==> src/rtl/fixed_length_frame_deframer_unit_assert.svh <==
// Assertion macros shared by the frame deframer modules.
`ifndef FIXED_LENGTH_FRAME_DEFRAMER_UNIT_ASSERT_SVH
`define FIXED_LENGTH_FRAME_DEFRAMER_UNIT_ASSERT_SVH

// Same-cycle implication, checked on every clock edge outside reset.
`define FLD_ASSERT_NOW(label, ante, cons, msg) \
    label: assert property (@(posedge i_clk) disable iff (!i_rst_n) (ante) |-> (cons)) \
        else $error(msg);

// Implication whose consequent is checked in the cycle after the antecedent.
`define FLD_ASSERT_NEXT(label, ante, cons, msg) \
    label: assert property (@(posedge i_clk) disable iff (!i_rst_n) (ante) |=> (cons)) \
        else $error(msg);

`endif

==> src/rtl/fld_pkg.sv <==
// Shared constants and types of the fixed-length frame deframer.
package fld_pkg;

    localparam int DATA_W          = 8;
    localparam int IDX_W           = 6;
    localparam int PAYLOAD_LEN_DEF = 48;
    localparam int CFG_IDX_W       = 2;
    localparam int S_TDATA_W       = 8;
    localparam int M_TDATA_W       = 16;

    localparam logic [DATA_W-1:0] START_FIRST_RST  = 8'h55;
    localparam logic [DATA_W-1:0] START_SECOND_RST = 8'hAA;
    localparam logic [DATA_W-1:0] END_FIRST_RST    = 8'hAA;
    localparam logic [DATA_W-1:0] END_SECOND_RST   = 8'h55;

    typedef enum logic [CFG_IDX_W-1:0] {
        CFG_START_FIRST  = 2'd0,
        CFG_START_SECOND = 2'd1,
        CFG_END_FIRST    = 2'd2,
        CFG_END_SECOND   = 2'd3
    } t_cfg_idx;

    typedef enum logic [4:0] {
        ST_HUNT1 = 5'b00001,
        ST_HUNT2 = 5'b00010,
        ST_FILL  = 5'b00100,
        ST_END1  = 5'b01000,
        ST_END2  = 5'b10000
    } t_state;

endpackage

==> src/rtl/fld_ram.sv <==
// Generic single-port-write, single-port-read RAM with registered read data.
module fld_ram #(
    parameter int WIDTH = 8,
    parameter int DEPTH = 48,
    parameter int AW    = (DEPTH > 1) ? $clog2(DEPTH) : 1
) (
    input  logic             i_clk,
    input  logic             i_we,
    input  logic [AW-1:0]    i_waddr,
    input  logic [WIDTH-1:0] i_wdata,
    input  logic             i_re,
    input  logic [AW-1:0]    i_raddr,
    output logic [WIDTH-1:0] o_rdata
);

    logic [WIDTH-1:0] r_mem [DEPTH];
    logic [WIDTH-1:0] r_rdata;

    always_ff @(posedge i_clk) begin
        if (i_we) begin
            r_mem[i_waddr] <= i_wdata;
        end
        if (i_re) begin
            r_rdata <= r_mem[i_raddr];
        end
    end

    assign o_rdata = r_rdata;

endmodule

==> src/rtl/fld_drain.sv <==
// Read sequencer that streams a stored payload out of the RAM, one byte per read.
module fld_drain #(
    parameter int PAYLOAD_LEN = fld_pkg::PAYLOAD_LEN_DEF,
    parameter int AW          = (PAYLOAD_LEN > 1) ? $clog2(PAYLOAD_LEN) : 1
) (
    input  logic                      i_clk,
    input  logic                      i_rst_n,
    input  logic                      i_start,
    output logic                      o_busy,
    output logic                      o_re,
    output logic [AW-1:0]             o_raddr,
    output logic                      o_valid,
    input  logic                      i_ready,
    output logic [fld_pkg::IDX_W-1:0] o_idx,
    output logic                      o_last
);
    import fld_pkg::*;

    localparam logic [IDX_W-1:0] LAST_IDX = IDX_W'(PAYLOAD_LEN - 1);

    logic             r_busy;
    logic             n_busy;
    logic [IDX_W-1:0] r_rd_cnt;
    logic [IDX_W-1:0] n_rd_cnt;
    logic             r_valid;
    logic             n_valid;
    logic [IDX_W-1:0] r_idx;
    logic [IDX_W-1:0] n_idx;
    logic             r_last;
    logic             n_last;
    logic             rd_issue;
    logic             rd_final;

    // A read may go out when the output slot is free or is being emptied this cycle.
    // The RAM output register then holds the byte until the transaction completes.
    assign rd_issue = r_busy && (!r_valid || i_ready);
    assign rd_final = (r_rd_cnt == LAST_IDX);

    always_comb begin
        n_busy   = r_busy;
        n_rd_cnt = r_rd_cnt;
        n_valid  = r_valid;
        n_idx    = r_idx;
        n_last   = r_last;
        if (i_start) begin
            n_busy   = 1'b1;
            n_rd_cnt = '0;
        end
        if (rd_issue) begin
            n_valid = 1'b1;
            n_idx   = r_rd_cnt;
            n_last  = rd_final;
            if (rd_final) begin
                n_busy = 1'b0;
            end else begin
                n_rd_cnt = r_rd_cnt + 1'b1;
            end
        end else if (i_ready) begin
            n_valid = 1'b0;
        end
    end

    always_ff @(posedge i_clk) begin
        if (!i_rst_n) begin
            r_busy   <= 1'b0;
            r_rd_cnt <= '0;
            r_valid  <= 1'b0;
        end else begin
            r_busy   <= n_busy;
            r_rd_cnt <= n_rd_cnt;
            r_valid  <= n_valid;
        end
        r_idx  <= n_idx;
        r_last <= n_last;
    end

    assign o_busy  = r_busy;
    assign o_re    = rd_issue;
    assign o_raddr = r_rd_cnt[AW-1:0];
    assign o_valid = r_valid;
    assign o_idx   = r_idx;
    assign o_last  = r_last;

`include "fixed_length_frame_deframer_unit_assert.svh"

    `FLD_ASSERT_NOW(a_start_idle, i_start, !r_busy, "drain started while busy")
    `FLD_ASSERT_NOW(a_cnt_range, r_busy, r_rd_cnt <= LAST_IDX, "read count out of range")
    `FLD_ASSERT_NEXT(a_final_read, rd_issue && rd_final,
        !r_busy && r_valid && r_last && (r_idx == LAST_IDX), "final read not marked last")

endmodule

==> src/rtl/fixed_length_frame_deframer_unit.sv <==
// Fixed-length frame deframer: sync hunt, payload capture in RAM and frame drain.
// The block accepts one received byte per cycle while it hunts, stores and checks
// a frame. A byte that completes a good end mark starts a drain of PAYLOAD_LEN
// stored bytes through the single RAM read port, one output transaction per cycle
// when the sink is ready; input is held off until the last read has been issued,
// so a valid frame spans PAYLOAD_LEN + 4 input bytes followed by its drain.
// Configuration is taken at any cycle with i_cfg_we high and should only
// change while no frame is in progress. Output tdata carries frame_byte in bits
// 7:0 and byte_index in bits 13:8; tlast marks the final payload byte.
module fixed_length_frame_deframer_unit #(
    parameter int PAYLOAD_LEN = fld_pkg::PAYLOAD_LEN_DEF
) (
    input  logic                          i_clk,
    input  logic                          i_rst_n,
    input  logic                          i_cfg_we,
    input  logic [fld_pkg::CFG_IDX_W-1:0] i_cfg_idx,
    input  logic [fld_pkg::DATA_W-1:0]    i_cfg_data,
    input  logic                          i_s_axis_tvalid,
    output logic                          o_s_axis_tready,
    // tdata: rx_byte [7:0]
    input  logic [fld_pkg::S_TDATA_W-1:0] i_s_axis_tdata,
    output logic                          o_m_axis_tvalid,
    input  logic                          i_m_axis_tready,
    // tdata: frame_byte [7:0], byte_index [13:8], zero [15:14]
    output logic [fld_pkg::M_TDATA_W-1:0] o_m_axis_tdata,
    output logic                          o_m_axis_tlast
);
    import fld_pkg::*;

    localparam int               AW       = (PAYLOAD_LEN > 1) ? $clog2(PAYLOAD_LEN) : 1;
    localparam logic [IDX_W-1:0] LAST_IDX = IDX_W'(PAYLOAD_LEN - 1);

    logic [DATA_W-1:0] r_start_first;
    logic [DATA_W-1:0] r_start_second;
    logic [DATA_W-1:0] r_end_first;
    logic [DATA_W-1:0] r_end_second;

    t_state            r_state;
    t_state            n_state;
    logic [IDX_W-1:0]  r_fill;
    logic [IDX_W-1:0]  n_fill;

    logic              in_acc;
    logic [DATA_W-1:0] rx_byte;
    logic              ram_we;
    logic              drain_start;
    logic              drain_busy;
    logic              ram_re;
    logic [AW-1:0]     ram_raddr;
    logic [DATA_W-1:0] ram_rdata;
    logic [IDX_W-1:0]  out_idx;

    always_ff @(posedge i_clk) begin
        if (!i_rst_n) begin
            r_start_first  <= START_FIRST_RST;
            r_start_second <= START_SECOND_RST;
            r_end_first    <= END_FIRST_RST;
            r_end_second   <= END_SECOND_RST;
        end else if (i_cfg_we) begin
            case (t_cfg_idx'(i_cfg_idx))
                CFG_START_FIRST:  r_start_first  <= i_cfg_data;
                CFG_START_SECOND: r_start_second <= i_cfg_data;
                CFG_END_FIRST:    r_end_first    <= i_cfg_data;
                CFG_END_SECOND:   r_end_second   <= i_cfg_data;
                default: ;
            endcase
        end
    end

    assign o_s_axis_tready = !drain_busy;
    assign in_acc          = i_s_axis_tvalid && !drain_busy;
    assign rx_byte         = i_s_axis_tdata[DATA_W-1:0];

    always_comb begin
        n_state     = r_state;
        n_fill      = r_fill;
        ram_we      = 1'b0;
        drain_start = 1'b0;
        if (in_acc) begin
            case (r_state)
                ST_HUNT1: begin
                    n_state = (rx_byte == r_start_first) ? ST_HUNT2 : ST_HUNT1;
                end
                ST_HUNT2: begin
                    // A match on the second start byte wins over a repeat of the first.
                    if (rx_byte == r_start_second) begin
                        n_fill  = '0;
                        n_state = ST_FILL;
                    end else if (rx_byte != r_start_first) begin
                        n_state = ST_HUNT1;
                    end
                end
                ST_FILL: begin
                    ram_we = 1'b1;
                    if (r_fill == LAST_IDX) begin
                        n_fill  = '0;
                        n_state = ST_END1;
                    end else begin
                        n_fill = r_fill + 1'b1;
                    end
                end
                ST_END1: begin
                    n_state = (rx_byte == r_end_first) ? ST_END2 : ST_HUNT1;
                end
                ST_END2: begin
                    drain_start = (rx_byte == r_end_second);
                    n_state     = ST_HUNT1;
                end
                default: begin
                    n_state = ST_HUNT1;
                end
            endcase
        end
    end

    always_ff @(posedge i_clk) begin
        if (!i_rst_n) begin
            r_state <= ST_HUNT1;
            r_fill  <= '0;
        end else begin
            r_state <= n_state;
            r_fill  <= n_fill;
        end
    end

    fld_ram #(
        .WIDTH (DATA_W),
        .DEPTH (PAYLOAD_LEN),
        .AW    (AW)
    ) u_ram (
        .i_clk   (i_clk),
        .i_we    (ram_we),
        .i_waddr (r_fill[AW-1:0]),
        .i_wdata (rx_byte),
        .i_re    (ram_re),
        .i_raddr (ram_raddr),
        .o_rdata (ram_rdata)
    );

    fld_drain #(
        .PAYLOAD_LEN (PAYLOAD_LEN),
        .AW          (AW)
    ) u_drain (
        .i_clk   (i_clk),
        .i_rst_n (i_rst_n),
        .i_start (drain_start),
        .o_busy  (drain_busy),
        .o_re    (ram_re),
        .o_raddr (ram_raddr),
        .o_valid (o_m_axis_tvalid),
        .i_ready (i_m_axis_tready),
        .o_idx   (out_idx),
        .o_last  (o_m_axis_tlast)
    );

    assign o_m_axis_tdata = {{(M_TDATA_W - DATA_W - IDX_W){1'b0}}, out_idx, ram_rdata};

`include "fixed_length_frame_deframer_unit_assert.svh"

    `FLD_ASSERT_NOW(a_no_fill_in_drain, ram_we, !drain_busy && !ram_re,
        "payload write while draining")
    `FLD_ASSERT_NOW(a_start_on_end2, drain_start, r_state == ST_END2,
        "drain started outside end mark check")
    `FLD_ASSERT_NOW(a_fill_range, r_state == ST_FILL, r_fill <= LAST_IDX,
        "fill count out of range")

endmodule
==> config.mk <==
export PLATFORM = sky130hd
export DESIGN_NAME = fixed_length_frame_deframer_unit
export DESIGN_NICKNAME = d
export VERILOG_FILES = /design/src/rtl/fld_pkg.sv /design/src/rtl/fld_ram.sv /design/src/rtl/fld_drain.sv /design/src/rtl/fixed_length_frame_deframer_unit.sv
export VERILOG_INCLUDE_DIRS = /design/src /design/src/rtl
export SDC_FILE = /design/constraint.sdc
export NUM_CORES = 1
export LEC_CHECK = 0
export BUFFER_PORTS_ARGS = -buffer_cell sky130_fd_sc_hd__buf_2
export CAP_MARGIN = 40
export CORE_MARGIN = 1.5
export CORE_UTILIZATION = 54
export DETAILED_ROUTE_END_ITERATION = 16
export GPL_TIMING_DRIVEN = 0
export PLACE_DENSITY = 0.7
export SLEW_MARGIN = 30
export SYNTH_ARGS = -nofsm -noshare
export SYNTH_HDL_FRONTEND = slang
export SYNTH_HIERARCHICAL = 1
export SYNTH_SLANG_ARGS = --single-unit
==> constraint.sdc <==
create_clock -name i_clk -period 4.65 [get_ports i_clk]
set_input_delay 0.465 -clock i_clk [delete_from_list [all_inputs] [get_ports i_clk]]
set_output_delay 0.465 -clock i_clk [all_outputs]
set_load 0.02 [all_outputs]
; ---- Word-level counts from Yosys, hierarchy flattened
; Memory sizes are Yosys's and may differ from the RTL's. A register that Yosys moved wholly into a read port is not among the register bits.
; Cells that the tools add are included.
[op_classes]
add_sub_neg = 2
eq_ne = 18
muxes = 23
reduce_logical = 14
[op_table]
columns = operator, count
row1 = $eq A8 B8 Y1, 4
row2 = $mux W6, 5
row3 = $mux W5, 4
row4 = $pmux W5 S4, 1
row5 = $add A6 B1 Y6 const B, 2
row6 = $eq A6 B6 Y1 const B, 2
row7 = $pmux W6 S2, 1
row8 = $mux W1, 11
row9 = $ne A8 B8 Y1, 1
row10 = $reduce_and A2 Y1, 4
row11 = $reduce_and A3 Y1, 2
row12 = $eq A5 B1 Y1 const B, 1
row13 = $eq A5 B2 Y1 const B, 1
row14 = $eq A5 B3 Y1 const B, 1
row15 = $eq A5 B4 Y1 const B, 1
row16 = $eq A5 B5 Y1 const B, 1
row17 = $eq A2 B2 Y1 const B, 2
row18 = $ne A2 B2 Y1 const B, 2
row19 = $reduce_bool A2 Y1, 2
row20 = $ne A3 B3 Y1 const B, 1
row21 = $eq A2 B1 Y1 const B, 1
row22 = $logic_and A1 B1 Y1, 2
row23 = $logic_not A1 Y1, 2
row24 = $logic_not A2 Y1, 1
row25 = other kinds (2), 2
[word_totals]
ff_bits = 58
ramBits = 384
in_bits = 23
output_inout_bits = 19
elab_cells = 69
n_memories = 1
[memory_table]
columns = memory, depth, width, rd, rd_ports_with_merged_regs, wr, line_no
row1 = u_ram.r_mem, 48, 8, 1, 1, 1, fld_ram.sv:16  ; logic [WIDTH-1:0] r_mem [DEPTH];

; ---- Depth between registers and ports, before layout
; Gate-level depths: netlist (run 1).
[logic_depth]
ltp_word = 6
ltp_mapped = 9
mapped_depth_nobuf = 9

; ---- By module
; The synthesis (run 1) kept the hierarchy.
[by_module_without_submodules]
columns = mod, n_inst, cells_per_inst, area_per_inst_um2, seq_area_each_um2
row1 = fld_ram, 1, 793, 15429.8, 11771.3
row2 = fixed_length_frame_deframer_unit, 1, 260, 2194.6, 860.8
row3 = fld_drain, 1, 55, 656.9, 370.4

; ---- Worst setup path before layout (run 1)
; No wires, ideal clock.
[synth_timing]
path_kind = reg2reg
start = reg u_drain.r_busy, in the netlist u_drain/o_busy
end = mem u_ram.r_mem[18][0] (enable)
setup_ns = 0.383
arrival_time_ns = 2.049
t_required_ns = 4.267
setup_slack_ns = 2.218
stages_incl_launch_ff = 7
path_buffers = 0
synth_period_minus_slack_ns = 2.432
cell_sequence = dfxtp_1 -> inv_2 -> nand2_1 -> nor2_1 -> nor4bb_1 -> nand2_1 -> nor3_1
[synth_via]
elab_chain_len = 5
[synth_lines]
columns = element, line_no
row1 = start: declaration, fld_drain.sv:21  ; logic r_busy;
row2 = start signal: assignment, fld_drain.sv:69  ; r_busy <= n_busy;
row3 = $logic_not A1 Y1, n/a
row4 = via o_s_axis_tready, fixed_length_frame_deframer_unit.sv:19  ; output logic o_s_axis_tready,
row5 = $logic_and A1 B1 Y1, fixed_length_frame_deframer_unit.sv:71  ; assign in_acc = i_s_axis_tvalid && !drain_busy;
row6 = $mux W1, fixed_length_frame_deframer_unit.sv:79  ; if (in_acc) begin
row7 = via ram_we, fixed_length_frame_deframer_unit.sv:45  ; logic ram_we;
row8 = $mux W1, fld_ram.sv:20  ; if (i_we) begin
row9 = $mux W1 (not written as such), fld_ram.sv:21  ; r_mem[i_waddr] <= i_wdata;
row10 = end: declaration, fld_ram.sv:16
; The timed path passes the listed nets, and every way through them passes these cells.

==> flow_summary.yaml, run 1 <==
outcome:
  status: "completed"
timing:
  whs_ns: 0.197
  grt_setup_unrepaired: "no"
  setup_viol: 0
  slew_violations: 0
  fmax_mhz: 339
  fin_tns_setup_ns: 0
  min_period_ns: 2.95
  hold_viol_final: 0
  min_period_over_period_pct: 63.5
  skew_ns: 0.0107
  worst-slew-pin-transition_ns: 0.877
  slew_headroom_pct: 41.3
final_layout:
  insertedDiodeCount: 0
  seqCellArea_mm2: 0.0130
  final_util_pct: 61.9
  synthToLayoutAreaGrowth_pct: 13.3
  drive_above_1_share_pct: 18.3
  fillerInstances: 2425
  nets: 1244
  layout_common_cells: "edfxtp_1, mux2i_1, nand2_1, nor2_1, dfxtp_1"
  multiInputGateArea_mm2: 0.00491
  final_common_cell: "edfxtp_1"
  fin_cells: 1694
global_route:
  grt_util_met3_pct: 4.00
  antenna_found_initial: 0
  groute.usage.overall_pct: 23.9
  grt_pass1_vias: 9965
  gr-total-overflow: 0
  gr-usage-met2_pct: 39.1
  met1_usage_pct: 32.6
  grt-busiest-layer: "met2"
  grt_pass1_wl_mm: 61.6
  grt_max_degree: 53
power:
  ir_drop_uv: 432
  p_int_mw: 6.45
  pwr-share-clk_pct: 42.9
  p_leak_nw: 6.54
  powerDensity_mw_per_mm2: 387
  seqPwrFrac_pct: 55.0
  p_switching_mw: 1.56
  p_comb_share_pct: 2.0
  swShare_pct: 19.4
clocking:
  clock_sinks: 450
  ctsLongestPathBuffers: 3
  insertion_delay_ns: 0.54
  post_cts_buffers: 0
  cts_tree: "done"
  cts_htree_levels: 2
  post_cts_resized: 0
  clock-root-buffer: "clkbuf_16"
  path_clk_slew_ns: 0.06
  cts_buffers: 45
  ctsHoldBuffers: 0
floorplan:
  core_mm2: 0.0334
  fp.dieW_um: 187
  ios: 42
  die_area_mm2: 0.0350
  die_h_um: 187
  initial_core_util_pct: 54.7
  num_rows: 67
routing:
  wl_per_cell_um: 24.7
  vias: 10200
  avgViaCountPerCell: 6.02
  wl_mm: 41.8
  drt_iter0_drc: 977
  ant_nets: 0
  route.detailed.drc: 0
  firstDrtPassIters: 5
logic_synthesis:
  avgSynthCellArea_um2: 16.5
  yosysTopAreaCell: "edfxtp_1"
  ys_seq_elements: 450
  netlist_area_mm2: 0.0183
  ys_dominant_reg_cell: "edfxtp_1"
  ys_types: 68
  yosysSeqAreaShare_pct: 71.1
  synth.area.top_cells: "edfxtp_1, mux2i_1, dfxtp_1"
  ys.warnings.count: 6
  synthArstFlopShare_pct: 0
  synth_top_area_share_pct: 65.5
  synth_edf_count: 399
  synthCells: 1108
placed_design:
  gp_congestion: 0.946
  placed_cells: 1603
  port_buffers: 39
  dpl.hpwl_mm: 27.3
setup_path:
  path_class: "reg -> reg"
  crit_arrival_ns: 3.21
  startpoint_type: "flip-flop"
  endpoint_kind: "flip-flop"
  crit_required_ns: 4.91
  worst-path-max-fanout: 10
run:
  maxCapViolCount: 0
worst_hold_path:
  hold_path_class: "in -> reg"
cell families after synthesis:
logic type	after synthesis	synth area share, %
DFF	450	71.1
and+or+nand+nor	224	6.05
muxes	189	13.1
AOI/OAI and AO/OA	137	5.81
buffers and inverters	72	2.18
xor gates and xnor gates	33	1.58
adders and majority gates	2	0.137
other	1	0.0205
power by group through the flow:
| stage | Sequential [mW] | Combinational, mW | Clock [mW] |
|---|---|---|---|
| 2_1_floorplan | 4.49 | 0.0604 | 0 |
| 3_3_place_gp | 4.50 | 0.146 | 0 |
| 3_5_place_dp | 4.49 | 0.164 | 0 |
| 4_1_cts | 4.41 | 0.164 | 3.49 |
| 5_1_grt | 4.41 | 0.178 | 3.64 |
| 6_report | 4.41 | 0.164 | 3.44 |
critical path, cell delays in order (launching register included):
cell and delay (ns):
dfxtp_1 0.54, nor2b_1 0.44, clkbuf_1 0.60, buf_2 0.39, a22oi_1 0.15, a21oi_1 0.41
o41ai_2 0.14
area by class of cell:
cell class,instances,area share (%)
Sequential cell,450,62.8
Multi-Input combinational cell,587,23.7
Clock buffer,53,5.63
Tap cell,448,2.71
Timing Repair Buffer,63,2.28
Buffer,64,1.78
Clock inverter,21,1.01
Inverter,8,0.145
state kept, by name, indices dropped and copies added (netlist names):
signal / flops
u_drain/o_idx: 6
u_ram/r_mem: 384
r_state: 5
u_ram/o_rdata: 8
u_drain/o_last: 1
u_drain/o_valid: 1
r_end_second: 8
u_drain/o_busy: 1
r_start_first: 8
u_drain/o_raddr: 6
r_fill: 6
r_end_first: 8
r_start_second: 8
routing by layer:
metal,vias to the layer above,routed length [µm]
met5,-,0
met4,0,1420
met3,81,3090
met2,419,20100
met1,5148,17200
li1,4558,-
final timing paths:
path                                          from           endpoint  slack [ns]  depth (start not counted)
worst max-delay path            u_drain/o_raddr[2]   u_ram/o_rdata[1]        1.70                          6
worst max register to register  u_drain/o_raddr[2]   u_ram/o_rdata[1]        1.70                          6
worst min register to register   r_start_second[6]  r_start_second[6]        0.46                          2
worst min-delay path                 i_cfg_data[7]     r_end_first[7]        0.20                          3
cell usage after synthesis (4+ instances only):
cell,instances
nand2_1,73
a21oi_1,28
nand2b_1,5
buf_1,12
buf_2,11
a22oi_1,32
nand4_1,8
xor2_1,11
nor2b_1,10
o21ai_0,5
o41ai_2,8
mux4_2,40
mux2i_1,148
a221oi_1,17
xnor2_1,22
buf_4,12
o22ai_1,12
nor2_1,65
inv_1,6
dfxtp_1,51
a22o_1,16
nor3_1,8
buf_6,9
nand3_1,17
or3_1,4
nand3b_1,7
clkbuf_1,18
edfxtp_1,399
metrics by stage:
step	power [mW]	cell area (µm²)	worst slack [ns]
6_report	8.01	20700	1.70
5_1_grt	8.22	20700	1.48
4_1_cts	8.06	20600	1.72
3_5_place_dp	4.66	19200	1.36
3_3_place_gp	4.64	19000	1.17
2_1_floorplan	4.55	18300	2.22
(Power assumes the default switching activity.)
==> run 2: changes to the inputs <==
--- a/config.mk
+++ b/config.mk
@@ -12,7 +12,7 @@
 export CORE_UTILIZATION = 54
 export DETAILED_ROUTE_END_ITERATION = 16
 export GPL_TIMING_DRIVEN = 0
-export PLACE_DENSITY = 0.7
+export PLACE_DENSITY = 0.73
 export SLEW_MARGIN = 30
 export SYNTH_ARGS = -nofsm -noshare
 export SYNTH_HDL_FRONTEND = slang
==> constraint.sdc (replaced) <==
create_clock -name i_clk -period 2.5 [get_ports i_clk]
set_input_delay 0.25 -clock i_clk [delete_from_list [all_inputs] [get_ports i_clk]]
set_output_delay 0.25 -clock i_clk [all_outputs]
set_load 0.02 [all_outputs]
==> flow_summary.yaml, run 2 (synthesis results as in run 1) <==
outcome:
  status: "completed"
setup_path:
  cp_cell_sequence: "buf_4 > buf_2 > mux4_2 > mux4_2 > nand2_1 > o41ai_4"
  crit_required_ns: 2.76
  cpMostUsedCell: "mux4_2"
  endpoint_kind: "flip-flop"
  path_class: "reg -> reg"
  max_stage_delay_ns: 0.57
  worst-path-max-fanout: 10
  crit_arrival_ns: 2.71
  crit_slowest_cell: "mux4_2"
  startpoint_type: "flip-flop"
global_route:
  grt_max_degree: 53
  grt_pass1_vias: 10000
  gr-usage-met2_pct: 39.1
  gr-total-overflow: 0
  groute.usage.overall_pct: 24.0
  met1_usage_pct: 32.9
  antenna_found_initial: 1
  grt-busiest-layer: "met2"
  grt_util_met3_pct: 4.15
  grt_pass1_wl_mm: 62.0
routing:
  avgViaCountPerCell: 6.09
  drt_iter0_drc: 1234
  vias: 10400
  firstDrtPassIters: 5
  route.detailed.drc: 0
  ant_nets: 0
  wl_per_cell_um: 24.5
  wl_mm: 41.7
power:
  powerDensity_mw_per_mm2: 700
  p_int_mw: 12.0
  p_switching_mw: 2.86
  ir_drop_uv: 577
  pwr-share-clk_pct: 42.8
  p_leak_nw: 6.65
  swShare_pct: 19.2
  seqPwrFrac_pct: 55.1
  p_comb_share_pct: 2.2
clocking:
  ctsLongestPathBuffers: 3
  path_clk_slew_ns: 0.06
  clock_sinks: 450
  clock-root-buffer: "clkbuf_16"
  cts_htree_levels: 2
  cts_tree: "done"
  insertion_delay_ns: 0.54
  cts_buffers: 45
floorplan:
  die_h_um: 187
  die_area_mm2: 0.0350
  initial_core_util_pct: 54.7
  num_rows: 67
  fp.dieW_um: 187
  ios: 42
  core_mm2: 0.0334
timing:
  worst-slew-pin-transition_ns: 0.830
  setup_viol: 0
  grt_setup_unrepaired: "yes"
  min_period_ns: 2.46
  skew_ns: 0.0133
  min_period_over_period_pct: 98.3
  slew_headroom_pct: 44.5
  fmax_mhz: 407
  slew_violations: 0
  hold_viol_final: 0
run:
  maxCapViolCount: 0
final_layout:
  nets: 1246
  synthToLayoutAreaGrowth_pct: 16.4
  largest-register: "u_ram/r_mem"
  layout_common_cells: "edfxtp_1, mux2i_1, nand2_1, buf_2, dfxtp_1"
  fillerInstances: 2384
  largest_register_ffs: 384
  drive_above_1_share_pct: 23.5
  final_util_pct: 63.6
  fin_cells: 1700
  insertedDiodeCount: 0
  multiInputGateArea_mm2: 0.00527
  seqCellArea_mm2: 0.0130
  final_common_cell: "edfxtp_1"
placed_design:
  gp_congestion: 0.930
  dpl.hpwl_mm: 27.2
  port_buffers: 39
  placed_cells: 1604
worst_hold_path:
  hold_path_class: "in -> reg"
==> run 2: metal layers <==
layer	vias up	wire, µm
li1	4573	-
met1	5195	16900
met2	479	20200
met3	101	3130
met4	2	1500
met5	-	13
==> run 2: power groups by stage <==
stage | Sequential [mW] | Clock, mW | Combinational [mW]
final | 8.20 | 6.37 | 0.322
after global routing | 8.20 | 6.74 | 0.352
after CTS | 8.20 | 6.44 | 0.319
after detailed placement | 8.36 | 0 | 0.308
after global placement | 8.36 | 0 | 0.270
after floorplan | 8.36 | 0 | 0.112
==> run 2: through the flow <==
| stage | cell area (µm²) | setup TNS [ns] | setup WS (ns) | total power, mW | hold WS, ns |
|---|---|---|---|---|---|
| floorplan | 18300 | 0 | 0.0676 | 8.47 | 0.349 |
| global placement | 19000 | -86.60 | -0.820 | 8.63 | 0.454 |
| detailed placement | 19200 | -101.72 | -0.588 | 8.67 | 0.458 |
| CTS | 21000 | -6.92 | -0.132 | 15.0 | 0.0685 |
| global route | 21300 | -3.63 | -0.122 | 15.3 | 0.0881 |
| finish | 21300 | 0 | 0.0435 | 14.9 | 0.0837 |
==> run 2: what timing repair did <==
action                                  4_1_cts  5_1_grt
setup buffers                                 7        2
hold buffers                                  8        0
endpoints found under the hold margin        19        0
gates resized for setup                      70       56
endpoints found under the setup margin      398      357
pin swaps                                     6        7
gates cloned                                  0        0
==> run 2: area by class of cell <==
type / instances / share of cell area (%)
Tap cell: 448 / 2.63
Clock buffer: 61 / 5.62
Multi-Input combinational cell: 587 / 24.8
Buffer: 63 / 2.01
Inverter: 8 / 0.141
Timing Repair Buffer: 66 / 2.88
Clock inverter: 17 / 0.806
Sequential cell: 450 / 61.1
==> run 2: final timing paths <==
check | startpoint | endpoint | slack (ns) | depth (start not counted)
max | u_drain/o_raddr[1] | u_ram/o_rdata[3] | 0.04 | 6
min | i_m_axis_tready | u_drain/o_valid | 0.08 | 3
max reg2reg | u_drain/o_raddr[1] | u_ram/o_rdata[3] | 0.04 | 6
min reg2reg | r_start_second[0] | r_start_second[0] | 0.47 | 2
==> run 2: worst max-delay path: cells and delay by family, from the launching register on <==
family          cells  cell delay (ns)
compound gates      1             0.11
mux                 2             0.96
simple gates        1             0.15
flops               1             0.42
buf+inv             2             0.55
==> run 3: changes to the inputs <==
--- a/config.mk
+++ b/config.mk
@@ -12,7 +12,7 @@
 export CORE_UTILIZATION = 54
 export DETAILED_ROUTE_END_ITERATION = 16
 export GPL_TIMING_DRIVEN = 0
-export PLACE_DENSITY = 0.73
+export PLACE_DENSITY = 0.7
 export SLEW_MARGIN = 30
 export SYNTH_ARGS = -nofsm -noshare
 export SYNTH_HDL_FRONTEND = slang
==> constraint.sdc (replaced) <==
create_clock -name i_clk -period 2.4 [get_ports i_clk]
set_input_delay 0.24 -clock i_clk [delete_from_list [all_inputs] [get_ports i_clk]]
set_output_delay 0.24 -clock i_clk [all_outputs]
set_load 0.02 [all_outputs]
==> flow_summary.yaml, run 3 (synthesis results as in run 1) <==
outcome:
  status: "finished with violations"
  failed_checks: "setup timing"
setup_path:
  r2r-end: "u_ram/r_mem[14][0]"
  startpoint_type: "flip-flop"
  reg2reg_from: "r_fill[3]"
  path_class: "reg -> reg"
  ff2ff_setup_slack_ns: -0.02
  crit_arrival_ns: 2.66
  crit_required_ns: 2.64
  worst-path-max-fanout: 10
  endpoint_kind: "flip-flop"
  rr_worst_depth: 4
worst_hold_path:
  hold_path_depth: 1
  hold_path_class: "in -> reg"
  min-delay-start: "i_s_axis_tdata[6]"
  min_delay_worst_endpoint: "u_ram/r_mem[3][6]"
timing:
  min_period_over_period_pct: 101
  grt_setup_unrepaired: "yes"
  slew_headroom_pct: 44.7
  fmax_mhz: 412
  hold_viol_final: 0
  fin_ws_ns: -0.0246
  slew_violations: 0
  worst-slew-pin-transition_ns: 0.830
  skew_ns: 0.0161
  fin_tns_setup_ns: -0.272
  setup_viol: 16
  min_period_ns: 2.42
routing:
  drt_iter0_drc: 1010
  route.detailed.drc: 0
  ant_nets: 0
  wl_per_cell_um: 24.8
  firstDrtPassIters: 5
  wl_mm: 42.5
  vias: 10300
  avgViaCountPerCell: 6.02
final_layout:
  largest_register_ffs: 384
  nets: 1262
  fillerInstances: 2339
  synthToLayoutAreaGrowth_pct: 17.7
  final_common_cell: "edfxtp_1"
  layout_common_cells: "edfxtp_1, mux2i_1, nand2_1, dfxtp_1, buf_2"
  drive_above_1_share_pct: 25.2
  largest-register: "u_ram/r_mem"
  insertedDiodeCount: 0
  final_util_pct: 64.3
clocking:
  insertion_delay_ns: 0.53
  path_clk_slew_ns: 0.06
  cts_tree: "done"
  clock_sinks: 450
  clock-root-buffer: "clkbuf_16"
  cts_buffers: 45
  ctsLongestPathBuffers: 3
  cts_htree_levels: 2
placed_design:
  dpl.hpwl_mm: 27.6
  gp_congestion: 0.928
  dpl_worst_slack_ns: -0.635
  port_buffers: 39
floorplan:
  die_h_um: 187
  initial_core_util_pct: 54.7
  ios: 42
  num_rows: 67
  fp.dieW_um: 187
  die_area_mm2: 0.0350
  core_mm2: 0.0334
power:
  ir_drop_uv: 677
  powerDensity_mw_per_mm2: 714
  p_leak_nw: 6.74
global_route:
  antenna_found_initial: 0
  groute.usage.overall_pct: 24.3
  grt_pass1_vias: 10000
  gr-total-overflow: 0
  grt_pass1_wl_mm: 63.1
  grt_max_degree: 53
run:
  maxCapViolCount: 0
==> run 3: final cells by class <==
type	instances	area (µm²)	area share, %
Buffer	63	492	2.29
Clock buffer	63	1220	5.69
Clock inverter	15	119	0.553
Inverter	8	30.0	0.140
Multi-Input combinational cell	587	5330	24.8
Sequential cell	450	13000	60.5
Tap cell	448	561	2.61
Timing Repair Buffer	82	749	3.48
==> run 3: power breakdown <==
| group | leakage [nW] | switching, mW | total (mW) | internal, mW |
|---|---|---|---|---|
| logic | 2.08 | 0.224 | 0.330 | 0.106 |
| registers | 4.00 | 0.0138 | 8.54 | 8.52 |
| clock network | 0.653 | 2.75 | 6.50 | 3.75 |
| total | 6.74 | 2.99 | 15.4 | 12.4 |
==> run 3: stage by stage <==
stage          total power, mW  hold slack [ns]  cells  area, µm²
3_5_place_dp              9.02            0.460   1609      19200
3_3_place_gp              8.99            0.455   1596      19100
5_1_grt                   15.8           0.0848   1716      21500
6_report                  15.4           0.0789   1716      21500
4_1_cts                   15.5           0.0704   1702      21200
2_1_floorplan             8.82            0.339   1109      18300
==> run 3: worst max path at each step <==
stage	start	endpoint	slack, ns	cells after the start
CTS	r_state[3]	u_ram/r_mem[18][6]	-0.11	6
floorplan	u_drain/o_busy	u_ram/r_mem[22][0]	0.18	6
finish	r_fill[3]	u_ram/r_mem[14][0]	-0.02	4
global placement	i_s_axis_tdata[2]	u_drain/o_raddr[4]	-0.93	9
global route	r_state[1]	u_ram/r_mem[30][2]	-0.16	5
detailed placement	i_s_axis_tdata[6]	u_drain/o_raddr[5]	-0.63	9
==> run 3: critical path, stage by stage (launching register included) <==
cell and delay, ns:
dfxtp_1 0.53, or3b_2 0.52, clkbuf_1 0.34, nor2_1 0.49, buf_4 0.25
==> run 3: repair_timing <==
item | CTS | global route
gates resized for setup | 113 | 41
hold buffers | 8 | 0
endpoints found under the setup margin | 396 | 269
pin swaps | 9 | 16
setup buffers | 8 | 12
hold endpoints to repair | 24 | 0
==> run 3: layer usage <==
metal,global-route usage [%],vias to the layer above,share of wire [%]
met5,0,-,0
met3,3.55,83,7.0
met4,9.18,0,3.9
met2,39.6,413,48
li1,-,4622,-
met1,33.7,5211,41
